===== src/sv/assert_macros.svh =====
// Assertion macros used by the sorted list RTL top level.
// Expects clk_i and rst_ni in the scope of each use.
`ifndef ASSERT_MACROS_SVH
`define ASSERT_MACROS_SVH

// Property holds at every clock edge outside reset.
`define ASSERT_ALWAYS(label, prop, msg) \
  label: assert property (@(posedge clk_i) disable iff (!rst_ni) (prop)) \
    else $error(msg);

// Consequent holds in the cycle after the antecedent.
`define ASSERT_NEXT(label, ante, cons, msg) \
  label: assert property (@(posedge clk_i) disable iff (!rst_ni) (ante) |=> (cons)) \
    else $error(msg);

`endif


===== src/sv/dsl_pkg.sv =====
`timescale 1ns / 1ps
// Package for the descending sorted list: sizes, codes and the cell command.
// No dependencies; used by dsl_cell, descending_sorted_list_core and the testbench.
package dsl_pkg;

  localparam int unsigned DEPTH    = 16;
  localparam int unsigned DATA_W   = 32;
  localparam int unsigned POS_W    = 5;
  localparam int unsigned ENTRY_W  = 5;
  localparam int unsigned OP_W     = 2;
  localparam int unsigned STATUS_W = 2;
  localparam int unsigned CNT_W    = $clog2(DEPTH + 1);
  localparam int unsigned IDX_W    = $clog2(DEPTH);
  localparam int unsigned CMP_W    = (CNT_W > POS_W) ? CNT_W : POS_W;

  typedef logic signed [DATA_W-1:0] word_t;
  typedef logic [CNT_W-1:0]         count_t;
  typedef logic [IDX_W-1:0]         idx_t;
  typedef logic [CMP_W-1:0]         cmp_t;

  typedef enum logic [OP_W-1:0] {
    OP_INSERT = 2'd0,
    OP_REMOVE = 2'd1,
    OP_READ   = 2'd2,
    OP_NOP    = 2'd3
  } op_e;

  typedef enum logic [STATUS_W-1:0] {
    ST_OK        = 2'd0,
    ST_FULL      = 2'd1,
    ST_EMPTY     = 2'd2,
    ST_BAD_INDEX = 2'd3
  } status_e;

  typedef enum logic [1:0] {
    CELL_HOLD   = 2'd0,
    CELL_INSERT = 2'd1,
    CELL_REMOVE = 2'd2
  } cell_op_e;

  // Broadcast from the control to every cell of the chain.
  typedef struct packed {
    cell_op_e op;
    word_t    value;
    cmp_t     pos;
    count_t   count;
  } cell_cmd_t;

endpackage


===== src/sv/dsl_cell.sv =====
`timescale 1ns / 1ps
// One storage cell of the sorted chain: holds an entry, compares, shifts.
// Depends on dsl_pkg.
module dsl_cell (
  input  logic               clk_i,
  input  dsl_pkg::cell_cmd_t cmd_i,
  input  dsl_pkg::idx_t      idx_i,
  input  dsl_pkg::word_t     left_val_i,
  input  logic               left_ge_i,
  input  dsl_pkg::word_t     right_val_i,
  output dsl_pkg::word_t     val_o,
  output logic               ge_o
);
  import dsl_pkg::*;

  word_t val_q;
  word_t val_d;
  cmp_t  idx_ext;
  logic  occupied;

  assign idx_ext  = cmp_t'(idx_i);
  assign occupied = idx_ext < cmp_t'(cmd_i.count);
  // Entry ranks at or above the new value: it stays put on insert.
  assign ge_o     = occupied && (val_q >= cmd_i.value);
  assign val_o    = val_q;

  always_comb begin
    val_d = val_q;
    case (cmd_i.op)
      CELL_INSERT: begin
        // First cell below the new value takes it; later ones shift down.
        if (!ge_o) begin
          val_d = left_ge_i ? cmd_i.value : left_val_i;
        end
      end
      CELL_REMOVE: begin
        // Close the gap from the removed position on.
        if (idx_ext >= cmd_i.pos) begin
          val_d = right_val_i;
        end
      end
      default: ;
    endcase
  end

  always_ff @(posedge clk_i) begin
    val_q <= val_d;
  end

endmodule


===== src/sv/descending_sorted_list_core.sv =====
`timescale 1ns / 1ps
// Top level of the descending sorted list: control, cell chain, output register.
// Depends on dsl_pkg, dsl_cell and assert_macros.svh.
//
// Keeps up to DEPTH signed 32-bit entries in descending order in a chain of
// cells, one entry per cell. Every beat carries one operation (insert, remove
// at position, read at position, or no operation) and yields exactly one
// result beat. All cells compare against the new value and shift in the same
// cycle: an item is accepted, the chain updates at that edge, and its result
// sits in the output register from the next cycle. A new beat is taken every
// cycle while the output register is empty or being drained. The read path is
// a one-hot select across the cells on the position. No clearing pass is run
// after reset; the entry count alone marks which cells hold data.
module descending_sorted_list_core (
  input  logic                           clk_i,
  input  logic                           rst_ni,
  input  logic                           in_valid_i,
  output logic                           in_stall_o,
  input  logic [dsl_pkg::OP_W-1:0]       operation_i,
  input  logic signed [dsl_pkg::DATA_W-1:0] new_value_i,
  input  logic [dsl_pkg::POS_W-1:0]      position_i,
  output logic                           out_valid_o,
  input  logic                           out_stall_i,
  output logic [dsl_pkg::STATUS_W-1:0]   status_o,
  output logic signed [dsl_pkg::DATA_W-1:0] value_out_o,
  output logic [dsl_pkg::ENTRY_W-1:0]    entry_total_o,
  output logic                           is_full_o,
  output logic                           is_empty_o
);
  import dsl_pkg::*;

  `include "assert_macros.svh"

  logic      in_acc;
  logic      out_valid_q;
  count_t    count_q;
  count_t    count_d;
  status_e   status_d;
  word_t     value_d;
  word_t     rd_val;
  cell_op_e  cell_op;
  cmp_t      pos_ext;
  cmp_t      cnt_ext;
  cell_cmd_t cmd;

  status_e   status_q;
  word_t     value_q;
  logic [ENTRY_W-1:0] total_q;
  logic      full_q;
  logic      empty_q;

  word_t             cell_val [DEPTH];
  logic [DEPTH-1:0]  cell_ge;

  assign in_stall_o = out_valid_q && out_stall_i;
  assign in_acc     = in_valid_i && !in_stall_o;
  assign pos_ext    = cmp_t'(position_i);
  assign cnt_ext    = cmp_t'(count_q);

  // One-hot select of the addressed cell.
  always_comb begin
    rd_val = '0;
    for (int i = 0; i < DEPTH; i++) begin
      if (pos_ext == cmp_t'(i)) begin
        rd_val = rd_val | cell_val[i];
      end
    end
  end

  always_comb begin
    status_d = ST_OK;
    value_d  = '0;
    count_d  = count_q;
    cell_op  = CELL_HOLD;
    case (op_e'(operation_i))
      OP_INSERT: begin
        if (count_q >= CNT_W'(DEPTH)) begin
          status_d = ST_FULL;
        end else if (pos_ext > cnt_ext) begin
          status_d = ST_BAD_INDEX;
        end else begin
          cell_op = CELL_INSERT;
          count_d = count_q + CNT_W'(1);
        end
      end
      OP_REMOVE, OP_READ: begin
        if (count_q == '0) begin
          status_d = ST_EMPTY;
        end else if (pos_ext >= cnt_ext) begin
          status_d = ST_BAD_INDEX;
        end else begin
          value_d = rd_val;
          if (op_e'(operation_i) == OP_REMOVE) begin
            cell_op = CELL_REMOVE;
            count_d = count_q - CNT_W'(1);
          end
        end
      end
      default: ;
    endcase
  end

  always_comb begin
    cmd.op    = in_acc ? cell_op : CELL_HOLD;
    cmd.value = new_value_i;
    cmd.pos   = pos_ext;
    cmd.count = count_q;
  end

  for (genvar g = 0; g < DEPTH; g++) begin : g_cell
    word_t left_val;
    logic  left_ge;
    word_t right_val;

    if (g == 0) begin : g_head
      // Nothing ranks ahead of the head cell.
      assign left_val = new_value_i;
      assign left_ge  = 1'b1;
    end else begin : g_body
      assign left_val = cell_val[g-1];
      assign left_ge  = cell_ge[g-1];
    end

    if (g == DEPTH - 1) begin : g_tail
      assign right_val = cell_val[g];
    end else begin : g_inner
      assign right_val = cell_val[g+1];
    end

    dsl_cell u_cell (
      .clk_i       (clk_i),
      .cmd_i       (cmd),
      .idx_i       (IDX_W'(g)),
      .left_val_i  (left_val),
      .left_ge_i   (left_ge),
      .right_val_i (right_val),
      .val_o       (cell_val[g]),
      .ge_o        (cell_ge[g])
    );
  end

  always_ff @(posedge clk_i or negedge rst_ni) begin
    if (!rst_ni) begin
      count_q     <= '0;
      out_valid_q <= 1'b0;
    end else begin
      if (in_acc) begin
        count_q     <= count_d;
        out_valid_q <= 1'b1;
      end else if (!out_stall_i) begin
        out_valid_q <= 1'b0;
      end
    end
  end

  // Result payload: load on every accepted beat, hold otherwise.
  always_ff @(posedge clk_i) begin
    if (in_acc) begin
      status_q <= status_d;
      value_q  <= value_d;
      total_q  <= ENTRY_W'(count_d);
      full_q   <= (count_d == CNT_W'(DEPTH));
      empty_q  <= (count_d == '0);
    end
  end

  assign out_valid_o   = out_valid_q;
  assign status_o      = status_q;
  assign value_out_o   = value_q;
  assign entry_total_o = total_q;
  assign is_full_o     = full_q;
  assign is_empty_o    = empty_q;

  `ASSERT_ALWAYS(a_count_bound, count_q <= CNT_W'(DEPTH), "entry count above depth")
  `ASSERT_NEXT(a_insert_grows, in_acc && (cell_op == CELL_INSERT), count_q == $past(count_q) + CNT_W'(1), "insert did not grow count")
  `ASSERT_NEXT(a_remove_shrinks, in_acc && (cell_op == CELL_REMOVE), count_q == $past(count_q) - CNT_W'(1), "remove did not shrink count")
  `ASSERT_NEXT(a_result_total, in_acc, out_valid_q && (total_q == ENTRY_W'(count_q)), "result total differs from count")

  for (genvar g = 0; g < DEPTH - 1; g++) begin : g_order_chk
    `ASSERT_ALWAYS(a_sorted, (cmp_t'(g + 1) < cnt_ext) |-> (cell_val[g] >= cell_val[g+1]), "entries out of order")
  end

endmodule


===== config.mk =====
export PLATFORM = sky130hd
export DESIGN_NAME = descending_sorted_list_core
export DESIGN_NICKNAME = d
export VERILOG_FILES = /design/src/sv/dsl_pkg.sv /design/src/sv/dsl_cell.sv /design/src/sv/descending_sorted_list_core.sv
export VERILOG_INCLUDE_DIRS = /design/src /design/src/sv
export SDC_FILE = /design/constraint.sdc
export NUM_CORES = 2
export LEC_CHECK = 0
export BUFFER_PORTS_ARGS = -buffer_cell sky130_fd_sc_hd__buf_2
export CAP_MARGIN = 20
export CORE_UTILIZATION = 25
export DETAILED_ROUTE_END_ITERATION = 8
export PLACE_DENSITY = 0.43
export SYNTH_ARGS = -nofsm -noshare
export SYNTH_HDL_FRONTEND = slang
export SYNTH_SLANG_ARGS = --single-unit

===== constraint.sdc =====
create_clock -name clk_i -period 9.8 [get_ports clk_i]
set_clock_uncertainty 0.2 [all_clocks]
set_input_delay 1.96 -clock clk_i [delete_from_list [all_inputs] [get_ports clk_i]]
set_output_delay 1.96 -clock clk_i [all_outputs]
set_load 0.05 [all_outputs]

# Word-level counts from Yosys, hierarchy flattened
# Index checks and enable logic that the tools add are counted.
[op_classes]
addsub = 2
multipliers = 0
div_mod_pow = 0
n_lt_le_gt_ge = 50
eq_ne = 51
shift = 0
n_mux = 96
bitwise = 17
reduce_logical = 42
[ops]
columns = ["op", "n"]
rows = [
  ["32-bit 2-to-1 mux", 61],
  ["32-bit one-hot mux with 2 select lines", 15],
  ["32-bit >= comparator", 16],
  ["32-bit OR", 15],
  ["3-bit AND reduction", 15],
  ["5-bit by 4-bit == test with 1-bit output (second input constant)", 8],
  ["4-bit by 5-bit less-than comparator with 1-bit output (first input constant)", 8],
  ["4-bit by 5-bit >= comparator with 1-bit output (first input constant)", 7],
  ["2-bit by 1-bit != test with 1-bit output (second input constant)", 16],
  ["2-bit != test (second input constant)", 15],
  ["5-bit 2-to-1 mux", 5],
  ["5-bit by 3-bit == test with 1-bit output (second input constant)", 4],
  ["3-bit by 5-bit >= comparator with 1-bit output (first input constant)", 4],
  ["3-bit by 5-bit less-than comparator with 1-bit output (first input constant)", 4],
  ["1-bit logical AND", 18],
  ["2-bit 2-to-1 mux", 8],
  ["5-bit zero test", 3],
  ["5-bit by 2-bit == test with 1-bit output (second input constant)", 2],
  ["1-bit by 5-bit >= comparator with 1-bit output (first input constant)", 2],
  ["2-bit by 5-bit >= comparator with 1-bit output (first input constant)", 2],
  ["1-bit by 5-bit less-than comparator with 1-bit output (first input constant)", 2],
  ["2-bit by 5-bit less-than comparator with 1-bit output (first input constant)", 2],
  ["5-bit one-hot mux with 2 select lines", 1],
  ["2-bit one-hot mux with 2 select lines", 2],
  ["other kinds (17)", 23],
]
[totals]
reg_bits = 559
latchBits = 0
ram_bits = 0
rom_bits = 0
wordCells = 281
mem_count = 0

# Logic depth before layout (Yosys ltp)
[logic_depth]
depth_word = 32
mapped_depth = 17
depth_no_buf = 12

# By module
# Synthesis repeated with hierarchy kept, for this count alone.
[unflattened]
hier_cells = 5223
hier_area_um2 = 47868.4
[modules_own_cells]
columns = ["mod", "instances", "cells_per_inst", "area_each_um2"]
rows = [
  ["dsl_cell (g_cell[0].u_cell ...)", 12, 283, 2667.6],
  ["dsl_cell (g_cell[6].u_cell ...)", 4, 283, 2643.8],
  ["descending_sorted_list_core", 1, 695, 5282.6],
]

# Worst setup path after synthesis
# OpenSTA, ideal clock, no wires.
[synth_path]
path_kind = "input -> register"
from = "input port position_i[0] in the netlist's numbering"
to = "register g_cell[8].u_cell.val_q[0] (enable)"
setup_ps = 470
arrival_time_ps = 6814
required_ps = 9130
path_slack_ps = 2316
stages = 15
n_path_buf = 4
cell_sequence = "clkbuf_1 > inv_1 > ha_1 > and2_1 > and2_1 > a21oi_2 > nor3_1 > nand2_1 > ha_1 > clkbuf_1 > clkbuf_1 > clkbuf_1 > o21ai_0 > a21oi_1 > a211oi_1"
[synth_via]
elab_chain_len = 8
word_cells_on_any_way = 15
[synth_lines]
columns = ["item", "line_no", "text"]
rows = [
  ["from (decl)", "descending_sorted_list_core.sv:21", "input logic [dsl_pkg::POS_W-1:0] position_i,"],
  ["5-bit >= comparator or 5-bit greater-than comparator (tied branches)", "descending_sorted_list_core.sv:89, descending_sorted_list_core.sv:79", ""],
  ["2-bit 2-to-1 mux or 1-bit 2-to-1 mux (tied branches)", "descending_sorted_list_core.sv:89, descending_sorted_list_core.sv:79", ""],
  ["2-bit 2-to-1 mux or 1-bit 2-to-1 mux (tied branches)", "descending_sorted_list_core.sv:87, descending_sorted_list_core.sv:77", ""],
  ["2-bit one-hot mux with 2 select lines", "descending_sorted_list_core.sv:75", "case (op_e'(operation_i))"],
  ["2-bit 2-to-1 mux", "descending_sorted_list_core.sv:104", "cmd.op = in_acc ? cell_op : CELL_HOLD;"],
  ["2-bit == test or 2-bit by 1-bit == test with 1-bit output (tied branches)", "dsl_cell.sv:29", "case (cmd_i.op)"],
  ["2-bit by 1-bit != test with 1-bit output (no line) (tied with other cells)", "--", ""],
  ["3-bit AND reduction (no line) (*)", "--", ""],
  ["to (signal assigned)", "dsl_cell.sv:47", "val_q <= val_d;"],
  ["to (decl)", "dsl_cell.sv:16", "word_t val_q;"],
]
# Mark *: on every way between the ends. The rest lies on a longest branch, timed or not.
# A chain may end at the register's enable or synchronous reset.

# Worst setup path after layout
[layout_path]
from = "input port new_value_i[31] in the netlist's numbering"
to = "register g_cell[8].u_cell.val_q[17] (data pin)"
[layout_via]
elab_chain_len = 5
[layout_lines]
columns = ["item", "line_no", "text"]
rows = [
  ["from (decl)", "descending_sorted_list_core.sv:20", "input logic signed [dsl_pkg::DATA_W-1:0] new_value_i,"],
  ["32-bit >= comparator", "dsl_cell.sv:24", "assign ge_o = occupied && (val_q >= cmd_i.value);"],
  ["1-bit logical AND", "dsl_cell.sv:24", ""],
  ["32-bit 2-to-1 mux", "dsl_cell.sv:33", "val_d = left_ge_i ? cmd_i.value : left_val_i;"],
  ["32-bit 2-to-1 mux", "dsl_cell.sv:32", "if (!ge_o) begin"],
  ["32-bit one-hot mux with 2 select lines", "dsl_cell.sv:29", ""],
  ["named net g_cell[8].u_cell.val_d[17]", "dsl_cell.sv:17", "word_t val_d;"],
]
# The timed path passes the listed nets, and every way through them passes these cells. The select of a mux whose other input is x is not followed.

==> flow_summary.yaml <==
outcome:
  status: "finished clean"
clock_tree:
  insertion_delay_ps: 710
  post_cts_buffers: 0
  postCtsResizedCells: 0
  clkTransAtPathRegs_ps: 60
  cts_hold_buf: 0
  tritoncts: "yes"
  cts_sinks: 559
  cts_max_level: 3
  cts.path.max_buffers: 3
  cts_buffers: 74
  cts_root_buffer: "clkbuf_16"
sta:
  period_share_pct: 72.3
  tns_ps: 0
  tightest_slew_ps: 1240
  clock.fmax_mhz: 141
  hold_slack_ps: 339
  slew_headroom_pct: 16.7
  fin_crit_ps: 7080
  maxSlewViolCount: 0
  rsz0062_at_grt: "false"
  worst_slack_ps: 2720
  setup-violations-final: 0
  report.final.hold_viol_count: 0
layout:
  utilization_pct: 28.4
  area_delta_synth_final_pct: 13.0
  final_nets: 4718
  drive_gt1_share_pct: 11.1
  final_cell_mix: "553 x edfxtp_1, 524 x ha_1, 466 x nand2_1"
  final_common_cell: "edfxtp_1"
worst_setup_path:
  crit_required_ps: 10030
  path_class: "input pin to flop"
  r2r-start: "cnt_ext[4]"
  crit_end: "g_cell[8].u_cell.val_o[17]"
  crit_arrival_ps: 7310
  critical_path.reg2reg.endpoint: "g_cell[2].u_cell.val_o[26]"
  cp_max_fo: 32
  r2r_cells: 14
  rrSetupSlack_ps: 3380
  cp-end-kind: "flop"
  critPathLaunchType: "input pin"
  critPathLaunch: "new_value_i[31]"
die:
  core_sq_um: 169000
  fp.dieW_um: 415
  start_util_pct: 25.2
  pin_count: 86
  rows: 151
  dieArea_sq_um: 172000
  die_y_um: 415
synth:
  synth-edff-count: 553
  synth_largest_area_cell: "edfxtp_1"
  async_reset_ff_share_pct: 1.07
  synth_seq_cells: 559
  syn_area_sq_um: 42600
  synth.area.top_cells: "edfxtp_1 39%, ha_1 15%, mux2i_1 6.9%"
  avgSynthCellArea_sq_um: 10.2
  synth.distinct_cells: 79
  ys_seq_area_share_pct: 39.3
  synthFlopType: "edfxtp_1"
  syn_nets: 4736
  synth_top_area_share_pct: 38.9
  postSynthCellCount: 4168
  yosysWarnings: 0
job:
  drv_cap: 0
pwr:
  power.density_nw_per_um2: 153
  p_leak_uw: 0.0191
  vdd_drop_max_v: 0.000282
detailed_routing:
  ant_nets: 0
  drt-pass1-iter-count: 6
  drt_iter0_drc: 4461
  vias: 37624
  drc: 0
  postRouteWirelength_um: 220000
  wl_per_cell_um: 34.2
  avgViaCountPerCell: 5.85
placement:
  gp_congestion: 0.990
  dp_hpwl_um: 149000
  pre_cts_ws_ps: 2370
  numPortBuffers: 85
global_route:
  antenna_found_initial: 5
  grt_pass1_vias: 35573
  grtUsageTotal_pct: 24.7
  grt_max_degree: 216
  grt_pass1_wl_um: 299000
  grt_remaining_overflow: 0
worst_hold_path:
  worstHoldPathType: "flop to flop"
## final cells by class
| type | instances | area, sq um |
|---|---|---|
| diodes | 3 | 7.51 |
| inverters | 140 | 526 |
| clock buffers | 93 | 1990 |
| clock inverters | 40 | 359 |
| well taps | 2218 | 2780 |
| fillers | 17608 | 121000 |
| flip-flops and latches | 559 | 16800 |
| repair buffers | 177 | 1210 |
| multi-input cells | 3198 | 24600 |
## how the worst min path moves through the flow
stage                                           from                    endpoint  slack [ps]  cells after the start
final                                    out_valid_o                 out_valid_o         340                      2
after global routing                     out_valid_o                 out_valid_o         410                      2
after CTS                                out_valid_o                 out_valid_o         350                      2
after detailed placement                 out_valid_o                 out_valid_o         340                      2
after global placement                   out_valid_o                 out_valid_o         330                      2
after floorplan           g_cell[12].u_cell.val_o[0]  g_cell[11].u_cell.val_o[0]         350                      2
## critical path, stage by stage
cell and delay (ps):
buf_2 220, inv_1 410, ha_1 570, nand2b_1 260, a211oi_1 940, o41ai_1 240
o31ai_1 1010, mux2_4 320, buf_4 840, mux2i_1 360, o21ai_0 110
## Yosys cell counts, types with 5 or more instances
| master | n |
|---|---|
| a31o_2 | 31 |
| nor2b_1 | 29 |
| ha_1 | 525 |
| a21o_1 | 93 |
| buf_1 | 5 |
| mux2_1 | 26 |
| o21a_1 | 8 |
| nand2b_1 | 16 |
| buf_2 | 35 |
| edfxtp_1 | 553 |
| a22o_1 | 36 |
| nor3b_1 | 97 |
| or4b_1 | 7 |
| o311ai_0 | 17 |
| nor3_1 | 23 |
| dfrtp_1 | 6 |
| o21ai_0 | 320 |
| nor4_1 | 23 |
| inv_1 | 138 |
| o311ai_1 | 19 |
| nand2_1 | 468 |
| o21ai_1 | 37 |
| a211oi_1 | 27 |
| a31oi_1 | 40 |
| a22oi_1 | 60 |
| and2_1 | 5 |
| nand3_1 | 99 |
| or4_1 | 5 |
| clkbuf_1 | 211 |
| o31ai_1 | 7 |
| a32o_1 | 5 |
| buf_4 | 17 |
| o211ai_1 | 16 |
| mux2_2 | 98 |
| a2111oi_0 | 11 |
| a221o_1 | 96 |
| mux2i_1 | 296 |
| a221oi_1 | 107 |
| nand4_1 | 113 |
| a21oi_1 | 269 |
| nor2_1 | 93 |
| and4_1 | 6 |
## routing by layer
metal / up-vias / track usage, % / wire (um)
met1: 18845 / 32.1 / 91400
met2: 1959 / 38.4 / 97000
li1: 16296 / - / -
met4: 4 / 13.5 / 13700
met5: - / 0 / 23
met3: 520 / 4.85 / 17400
## sequential cells by signal, summed over array words and instances (netlist names)
register	cells
is_full_o	1
g_cell.u_cell.val_o	512
out_valid_o	1
is_empty_o	1
status_o	2
entry_total_o	5
cnt_ext	5
value_out_o	32
## where the power goes
part	switching, uW	internal [uW]
Sequential	105	2760
Clock	1200	1570
Combinational	1200	521
Total	2510	4850
## per-stage QoR
stage / instance area, sq um / total power (uW) / instances
floorplan: 42600 / 3860 / 4168
global placement: 45800 / 4570 / 6287
detailed placement: 45800 / 4580 / 6289
CTS: 48200 / 7350 / 6422
global route: 48200 / 7550 / 6427
finish: 48200 / 7360 / 6428
## cells by family (layout without fill, tap and decap cells)
group	Yosys count	after routing	synth area share, %
DFF	559	559	39.3
xor gates and xnor gates	1	1	0.0205
other	0	3	0
adders and majority gates	525	525	15.4
buffers and inverters	411	450	3.92
and+or+nand+nor	1009	1009	11.6
AOI/OAI and AO/OA	1243	1243	19.5
muxes	420	420	10.2
(Power assumes the default switching activity.)
